## config.mk

```make
export PLATFORM = sky130hd
export DESIGN_NAME = prefix_varint_codec_unit
export DESIGN_NICKNAME = d
export VERILOG_FILES = /design/src/rtl/core/pvc_pkg.sv /design/src/rtl/core/pvc_encoder.sv /design/src/rtl/core/pvc_decoder.sv /design/src/rtl/core/prefix_varint_codec_unit.sv
export SDC_FILE = /design/constraint.sdc
export NUM_CORES = 1
export LEC_CHECK = 0
export BUFFER_PORTS_ARGS = -buffer_cell sky130_fd_sc_hd__buf_4
export CAP_MARGIN = 25
export CORE_ASPECT_RATIO = 0.6
export CORE_MARGIN = 8
export CORE_UTILIZATION = 30
export DETAILED_ROUTE_END_ITERATION = 8
export SETUP_SLACK_MARGIN = 0.1
export SLEW_MARGIN = 20
export SYNTH_ARGS = -nofsm -noshare
export SYNTH_HDL_FRONTEND = slang
export SYNTH_HIERARCHICAL = 1
export SYNTH_SLANG_ARGS = --single-unit
```

## constraint.sdc

```tcl
create_clock -name clk -period 10.3 [get_ports clk]
set_input_delay 1.03 -clock clk [delete_from_list [all_inputs] [get_ports clk]]
set_output_delay 1.03 -clock clk [all_outputs]
set_load 0.005 [all_outputs]
```

## src/rtl/core/pvc_pkg.sv

```systemverilog
`timescale 1ns / 1ps
// ----------------------------------------------------------------------------
// pvc_pkg
// Shared modes, code-format constants and types for the prefix varint codec.
// ----------------------------------------------------------------------------
package pvc_pkg;

	// operation codes carried on the mode field
	localparam logic [1:0] MODE_DEC_PLAIN = 2'd0;
	localparam logic [1:0] MODE_DEC_JUMP  = 2'd1;
	localparam logic [1:0] MODE_ENC_VALUE = 2'd2;
	localparam logic [1:0] MODE_ENC_JUMP  = 2'd3;

	// result kinds
	localparam logic KIND_BYTE  = 1'b0;
	localparam logic KIND_VALUE = 1'b1;

	// prefix byte boundaries and tags
	localparam logic [7:0] PFX_2B = 8'h80;
	localparam logic [7:0] PFX_3B = 8'hC0;
	localparam logic [7:0] PFX_4B = 8'hE0;
	localparam logic [7:0] PFX_5B = 8'hF0;

	// payload masks of the prefix byte
	localparam logic [7:0] MASK_2B = 8'h7F;
	localparam logic [7:0] MASK_3B = 8'h3F;
	localparam logic [7:0] MASK_4B = 8'h1F;

	// encoder length thresholds (strictly below)
	localparam logic [31:0] LIM_1B = 32'h0000_007F;
	localparam logic [31:0] LIM_2B = 32'h0000_3FFF;
	localparam logic [31:0] LIM_3B = 32'h001F_FFFF;
	localparam logic [31:0] LIM_4B = 32'h0FFF_FFFF;

	// one emitted code byte from the encoder
	typedef struct packed {
		logic [7:0] code_byte;
		logic       final_byte;
	} pvc_enc_t;

	// decoder outcome for the item in the work register
	typedef struct packed {
		logic        done;
		logic [31:0] value;
	} pvc_dec_t;

endpackage

```

## src/rtl/core/pvc_encoder.sv

```systemverilog
`timescale 1ns / 1ps
// ----------------------------------------------------------------------------
// pvc_encoder
// Builds the code word for a value or a relative jump and selects the code
// byte at a given index, flagging the final one.
// ----------------------------------------------------------------------------
module pvc_encoder
	import pvc_pkg::*;
(
	input  logic [1:0]  mode,
	input  logic [31:0] value_in,
	input  logic [31:0] position,
	input  logic [2:0]  index,
	output pvc_enc_t    enc
);

	logic [31:0] jump_diff;
	logic [31:0] jump_diff_neg;
	logic [31:0] code;
	logic [2:0]  nbytes;
	logic [2:0]  last_idx;
	logic [1:0]  sel;
	logic [7:0]  first_byte;

	// jump distance with the sign moved into bit 0
	assign jump_diff     = value_in - position;
	assign jump_diff_neg = position - value_in;

	always_comb begin
		if (mode == MODE_ENC_JUMP) begin
			if (jump_diff[31]) begin
				code = {jump_diff_neg[30:0], 1'b1};
			end else begin
				code = {jump_diff[30:0], 1'b0};
			end
		end else begin
			code = value_in;
		end
	end

	// code length
	always_comb begin
		if (code < LIM_1B) begin
			nbytes = 3'd1;
		end else if (code < LIM_2B) begin
			nbytes = 3'd2;
		end else if (code < LIM_3B) begin
			nbytes = 3'd3;
		end else if (code < LIM_4B) begin
			nbytes = 3'd4;
		end else begin
			nbytes = 3'd5;
		end
	end

	assign last_idx = nbytes - 3'd1;

	// prefix byte
	always_comb begin
		case (nbytes)
			3'd1:    first_byte = code[7:0];
			3'd2:    first_byte = PFX_2B | code[15:8];
			3'd3:    first_byte = PFX_3B | code[23:16];
			3'd4:    first_byte = PFX_4B | code[31:24];
			default: first_byte = PFX_5B;
		endcase
	end

	// trailing bytes go out big endian
	assign sel = 2'(last_idx - index);

	always_comb begin
		if (index == 3'd0) begin
			enc.code_byte = first_byte;
		end else begin
			enc.code_byte = code[{sel, 3'b000} +: 8];
		end
		enc.final_byte = (index == last_idx);
	end

endmodule

```

## src/rtl/core/pvc_decoder.sv

```systemverilog
`timescale 1ns / 1ps
// ----------------------------------------------------------------------------
// pvc_decoder
// Decode state (accumulator, bytes left, jump flag, base position) and the
// logic that folds in one code byte and forms the finished value or target.
// ----------------------------------------------------------------------------
module pvc_decoder
	import pvc_pkg::*;
(
	input  logic        clk,
	input  logic        arst_n,
	input  logic        update,
	input  logic [1:0]  mode,
	input  logic [7:0]  byte_in,
	input  logic [31:0] position,
	output pvc_dec_t    dec
);

	logic [31:0] acc_q;
	logic [2:0]  left_q;
	logic        jump_q;
	logic [31:0] base_q;

	logic        prefix;
	logic        cur_jump;
	logic [31:0] cur_base;
	logic [31:0] code;
	logic        code_done;
	logic [31:0] code_value;
	logic [30:0] mag;
	logic [31:0] target_fwd;
	logic [31:0] target_bwd;

	assign prefix = (left_q == 3'd0);

	// code word and completion for this byte
	always_comb begin
		if (prefix) begin
			cur_jump  = (mode == MODE_DEC_JUMP);
			cur_base  = position;
			code      = {24'd0, byte_in};
			code_done = (byte_in < PFX_2B);
		end else begin
			cur_jump  = jump_q;
			cur_base  = base_q;
			code      = {acc_q[23:0], byte_in};
			code_done = (left_q == 3'd1);
		end
	end

	// relative target, sign in bit 0
	assign mag        = code[31:1];
	assign target_fwd = cur_base + {1'b0, mag};
	assign target_bwd = cur_base - {1'b0, mag};

	always_comb begin
		if (!cur_jump) begin
			code_value = code;
		end else if (code[0]) begin
			code_value = target_bwd;
		end else begin
			code_value = target_fwd;
		end
	end

	assign dec = '{done: code_done, value: code_value};

	// state update when a decode byte leaves the work register
	always_ff @(posedge clk or negedge arst_n) begin
		if (!arst_n) begin
			acc_q  <= '0;
			left_q <= '0;
			jump_q <= 1'b0;
			base_q <= '0;
		end else if (update) begin
			if (prefix) begin
				jump_q <= cur_jump;
				base_q <= position;
				if (byte_in < PFX_2B) begin
					left_q <= 3'd0;
				end else if (byte_in < PFX_3B) begin
					acc_q  <= {24'd0, byte_in & MASK_2B};
					left_q <= 3'd1;
				end else if (byte_in < PFX_4B) begin
					acc_q  <= {24'd0, byte_in & MASK_3B};
					left_q <= 3'd2;
				end else if (byte_in < PFX_5B) begin
					acc_q  <= {24'd0, byte_in & MASK_4B};
					left_q <= 3'd3;
				end else begin
					acc_q  <= '0;
					left_q <= 3'd4;
				end
			end else begin
				acc_q  <= code;
				left_q <= left_q - 3'd1;
			end
		end
	end

endmodule

```

## src/rtl/core/prefix_varint_codec_unit.sv

```systemverilog
`timescale 1ns / 1ps
// ----------------------------------------------------------------------------
// prefix_varint_codec_unit
// Prefix varint codec: decodes 1-5 byte codes one byte per transaction and
// encodes values or relative jumps into 1-5 code bytes.
//
//   channel | handshake          | payload
//   --------+--------------------+---------------------------------------
//   in      | in_valid, in_stall | mode, byte_in, value_in, position
//   out     | out_valid,out_stall| out_kind, byte_out, value_out, last
//
// A decode byte passes through the work register; an encode holds it until
// its last code byte (1 to 5) is taken by the single output register, and
// every result is registered there before it is shown on the outputs.
// arst_n clears the decode state, the byte index and both valid flags.
// out_stall holds the output register; in_stall rises while the work
// register cannot retire its transaction.
// ----------------------------------------------------------------------------
module prefix_varint_codec_unit
	import pvc_pkg::*;
(
	input  logic        clk,
	input  logic        arst_n,
	input  logic        in_valid,
	output logic        in_stall,
	input  logic [1:0]  mode,
	input  logic [7:0]  byte_in,
	input  logic [31:0] value_in,
	input  logic [31:0] position,
	output logic        out_valid,
	input  logic        out_stall,
	output logic        out_kind,
	output logic [7:0]  byte_out,
	output logic [31:0] value_out,
	output logic        last
);

	logic        valid_s1;
	logic [1:0]  mode_s1;
	logic [7:0]  byte_s1;
	logic [31:0] value_s1;
	logic [31:0] pos_s1;
	logic [2:0]  idx_q;

	logic        out_valid_q;
	logic        out_kind_q;
	logic [7:0]  byte_out_q;
	logic [31:0] value_out_q;
	logic        last_q;

	pvc_enc_t    enc;
	pvc_dec_t    dec;
	logic        is_enc;
	logic        has_result;
	logic        is_final;
	logic        out_free;
	logic        emit;
	logic        retire;
	logic        accept;

	// datapath units
	pvc_encoder u_enc (
		.mode     (mode_s1),
		.value_in (value_s1),
		.position (pos_s1),
		.index    (idx_q),
		.enc      (enc)
	);

	pvc_decoder u_dec (
		.clk      (clk),
		.arst_n   (arst_n),
		.update   (retire && !is_enc),
		.mode     (mode_s1),
		.byte_in  (byte_s1),
		.position (pos_s1),
		.dec      (dec)
	);

	// work register control
	assign is_enc     = mode_s1[1];
	assign has_result = is_enc || dec.done;
	assign is_final   = is_enc ? enc.final_byte : 1'b1;
	assign out_free   = !out_valid_q || !out_stall;
	assign emit       = valid_s1 && has_result && out_free;
	assign retire     = valid_s1 && (!has_result || (out_free && is_final));
	assign in_stall   = valid_s1 && !retire;
	assign accept     = in_valid && !in_stall;

	always_ff @(posedge clk or negedge arst_n) begin
		if (!arst_n) begin
			valid_s1 <= 1'b0;
		end else if (accept || retire) begin
			valid_s1 <= accept;
		end
	end

	always_ff @(posedge clk) begin
		if (accept) begin
			mode_s1  <= mode;
			byte_s1  <= byte_in;
			value_s1 <= value_in;
			pos_s1   <= position;
		end
	end

	// encode byte index
	always_ff @(posedge clk or negedge arst_n) begin
		if (!arst_n) begin
			idx_q <= '0;
		end else if (emit && is_enc) begin
			idx_q <= is_final ? 3'd0 : idx_q + 3'd1;
		end
	end

	// output register
	always_ff @(posedge clk or negedge arst_n) begin
		if (!arst_n) begin
			out_valid_q <= 1'b0;
		end else if (out_free) begin
			out_valid_q <= emit;
		end
	end

	always_ff @(posedge clk) begin
		if (emit) begin
			if (is_enc) begin
				out_kind_q  <= KIND_BYTE;
				byte_out_q  <= enc.code_byte;
				value_out_q <= '0;
				last_q      <= enc.final_byte;
			end else begin
				out_kind_q  <= KIND_VALUE;
				byte_out_q  <= '0;
				value_out_q <= dec.value;
				last_q      <= 1'b1;
			end
		end
	end

	assign out_valid = out_valid_q;
	assign out_kind  = out_kind_q;
	assign byte_out  = byte_out_q;
	assign value_out = value_out_q;
	assign last      = last_q;

	// checks
	a_idx_range: assert property (@(posedge clk) disable iff (!arst_n)
		idx_q <= 3'd4)
		else $error("encode byte index out of range");

	a_idx_encode: assert property (@(posedge clk) disable iff (!arst_n)
		idx_q != 3'd0 |-> valid_s1 && is_enc)
		else $error("byte index set without an encode in progress");

	a_value_last: assert property (@(posedge clk) disable iff (!arst_n)
		out_valid_q && out_kind_q == KIND_VALUE |-> last_q)
		else $error("decoded value not flagged last");

	a_retire_idx: assert property (@(posedge clk) disable iff (!arst_n)
		retire && is_enc |=> idx_q == 3'd0)
		else $error("byte index not cleared after encode");

endmodule

```

==> flow_summary_export.csv <==
group,metric,value,unit
yosys,synth-xor-area-share,0.0337,
yosys,portion_of_the_post_synthesis_area_used_by_sequential_elements,0.333,
routing,drtPass1Iterations,6,
timing,post_layout_minimum_cycle_time,8.76,ns
routing,per_cell_via_count_in_the_routed_design,5.80,
yosys,synth.avg_cell_area,8.56,µm²
floorplanning,coreArea,50700,µm²
run_status,outcome,"finished clean",
setup_path,critPathArrivalTime,7.73,ns
yosys,syn_area,15300,µm²
timing,report.final.slew_viol_count,0,
clock_network,post_cts.resized_instances,0,
setup_path,timing.critical_path.required,9.27,ns
grt,number_of_antenna_violations_at_the_first_check_in_global_routing,2,
yosys,yosysWarnings,6,
routing,detailroute.via_count,14800,
timing,timing_worst_slew_pin_value,1.08,ns
clock_network,clk_transition_reported_paths,0.07,ns
power,power.combinational.fraction,0.651,
floorplanning,dieArea,58800,µm²
clock_network,worstSkewPairLatency,0.45,ns
layout,layout_fillers,5221,
layout,mostFrequentLayoutCell,"nand2_1",
power,ir_drop,146,µV
setup_path,critPathSlowestCell,"a22oi_1",
power,power_switching_share,0.498,
yosys,yosys_register_bits,181,
timing,timing.final.hold_violations,0,
clock_network,cts.path.max_buffers,2,
grt,grt_total_ovfl,0,
clock_network,number_of_buffers_inserted_during_clock_tree_synthesis,17,
yosys,synthAdderAreaFrac,0.0880,
power,netSwitchingPower,2840,µW
power,internal_power,2870,µW
timing,clock_skew,0.0112,ns
grt,first_global_vias,13600,
yosys,share_of_async_settable_or_async_resettable_flops_after_synthesis,0.359,
floorplanning,top_level_ports,122,
clock_network,cts_post_setup_buffers_inserted,0,
timing,final.setup.tns,0,ns
timing,max-slew-margin-rel,0.271,
yosys,synth_nets,1975,
layout,final_cell_utilization_of_the_core,0.346,
clock_network,clock_sinks,181,
routing,wl_per_cell,23.3,µm
setup_path,timing.critical_path.slowest_cell_delay,0.72,ns
place,port_buffers,121,
power,share_clk_of_total_power,0.122,
grt,grt_max_degree,66,
setup_path,setup.worst_path.end_class,"output pin",
setup_path,path_cells,"inv_1, ha_1, nand2_1, o21ai_0, o2111ai_1, a21boi_2, nor3_1, buf_4, nor2_1, buf_4, o311ai_0, a22oi_1, nand4_1, or4_4, nand4_1, a21boi_2, nand3_1, ha_1, and3_1, a21boi_2, o22ai_2, buf_4",
floorplanning,die_w,308,µm
timing,max_clock_freq,114,MHz
clock_network,ctsHtreeMaxLevel,4,
yosys,synth_simple_gate_area_frac,0.213,
layout,areaGrowthSynthToFinish,14.3,%
power,pwr_density,326,nW/µm²
timing,setup_repair_after_global_routing_missed_its_margin,"false",
routing,drt_wirelength,59600,µm
floorplanning,rows,64,
setup_path,crit_path_start_kind,"register",
yosys,post_synth_inst_count,1791,
setup_path,worstPathMaxFanout,14,
floorplanning,dieHeight,191,µm
routing,detailedRoute.firstIterationViolations,2192,
setup_path,worst-setup-path-type,"reg -> out",
clock_network,cts_hold_buffers,0,
power,pwr-share-seq,0.227,
job,maxCapViolations,0,
power,leakage,0.00735,µW
clock_network,cts_tree,"built",
timing,finalSetupViolations,0,
yosys,synth.lib_cells_used.distinct,103,
floorplanning,start_util,0.302,
worst_hold_path,hold_crit_class,"reg -> reg",
yosys,muxShareOfSynthArea,0.0489,
place,gp_routability_congestion,1.01,
routing,detail_route.drc_violations,0,
yosys,synth_edf_count,116,
yosys,synth-compound-area-share,0.229,
place,hpwlAfterDp,47500,µm
yosys,synth-main-ff-cell,"edfxtp_1",
grt,global_route_wire_length_before_repair,88800,µm
yosys,synth_top_family_by_area,"compound AO/OA/AOI/OAI gates",
layout,fin_nets,2038,
routing,drtAntennaViolNets,0,
timing,post-route-period-util,0.850,
grt,track_usage,0.197,
layout,mostFrequentLayoutCells,"nand2_1 (249), buf_4 (145), a21oi_1 (125)",
layout,layout-drive-gt1-share,0.148,
clock_network,cts_root_buffer,"clkbuf_16",
routing by layer:
layer  track usage  part of all wire  up-vias
li1              -                 -     6682
met3        0.0612              0.12       44
met4        0.0276            0.0075        2
met1         0.316              0.50     7295
met5             0           0.00017        -
met2         0.251              0.37      819
layout make-up:
type | instances | area, µm² | area share
clock inverter | 13 | 171 | 0.00979
clock buffer | 19 | 433 | 0.0247
inverter | 98 | 368 | 0.0210
timing repair buffer | 148 | 1120 | 0.0642
tap | 693 | 867 | 0.0495
antenna | 1 | 2.50 | 0.000143
sequential | 181 | 5110 | 0.292
multi-input combinational | 1408 | 9440 | 0.539
registers in the layout (all words and copies together), names as in the netlist:
name,cells
pos_s1,32
u_dec/base_q,32
value_out,32
value_s1,32
u_dec/acc_q,24
byte_out,8
byte_s1,8
idx_q,3
u_dec/left_q,3
mode_s1,2
last,1
out_kind,1
out_valid,1
u_dec/jump_q,1
valid_s1,1
worst paths after layout:
kind / from / to / slack, ns / depth (start not counted)
max: value_s1[6] / in_stall / 1.54 / 22
min: u_dec/base_q[21] / u_dec/base_q[21] / 0.51 / 1
max reg2reg: value_s1[6] / pos_s1[6] / 1.91 / 23
min reg2reg: u_dec/base_q[21] / u_dec/base_q[21] / 0.51 / 1
max in group asynchronous: arst_n / u_dec/acc_q[21] / 9.01 / 1
min in group asynchronous: arst_n / valid_s1 / 0.67 / 1
synthesized netlist by cell type (10+ instances only):
cell,number,area [µm²]
nand3_1,47,235
a211oi_1,11,82.6
o211ai_1,17,128
buf_2,14,70.1
nand2_1,249,935
and2b_1,21,158
or3_1,14,87.6
nor4_1,14,87.6
xnor2_1,33,289
nor2b_1,32,200
o31ai_1,12,90.1
nor2_1,115,432
o21a_1,13,97.6
edfxtp_1,116,3480
and3_1,22,138
mux2i_1,22,220
a22o_1,24,210
buf_1,12,45.0
o21ai_0,123,616
nand2b_1,14,87.6
dfrtp_1,65,1630
xor2_1,26,228
inv_1,98,368
ha_1,103,1290
and4_1,10,87.6
mux2_2,32,360
a21oi_1,126,631
nor3_1,37,185
a21o_1,32,240
and2_1,15,93.8
nand4_1,28,175
o21bai_1,14,105
a31oi_1,16,100
clkbuf_1,70,263
power groups by stage:
stage               Sequential [µW]  Clock (µW)  Combinational, µW
floorplan                      1210           0               2560
global placement               1290           0               3540
detailed placement             1300           0               3570
CTS                            1290         714               3600
global route                   1320         743               4040
finish                         1290         697               3720
worst max-delay path, delay by kind of cell (launching register included):
| family | cells | cell delay [ns] |
|---|---|---|
| AOI/OAI and AO/OA | 8 | 2.80 |
| buffers and inverters | 4 | 0.69 |
| DFF | 1 | 0.40 |
| adders and majority gates | 2 | 1.20 |
| and+or+nand+nor | 8 | 2.16 |
stage by stage:
step / cell area, µm² / hold WS [ns] / cells / setup slack, ns / total power [µW]
final: 17500 / 0.510 / 2561 / 1.54 / 5710
after global routing: 17500 / 0.524 / 2560 / 1.35 / 6100
after CTS: 17500 / 0.509 / 2559 / 1.94 / 5600
after detailed placement: 16900 / 0.492 / 2527 / 2.30 / 4870
after global placement: 16900 / 0.488 / 2526 / 2.18 / 4830
after floorplan: 15300 / 0.472 / 1791 / 1.16 / 3770
logic make-up after synthesis:
kind of cell             Yosys count
XOR/XNOR                          59
flip-flops                       181
AND/OR/NAND/NOR                  659
buffers and inverters            202
multiplexers                      62
AO/OA/AOI/OAI                    522
adder cells (fa/ha/maj)          106
Power figures use the tool's default switching activity.
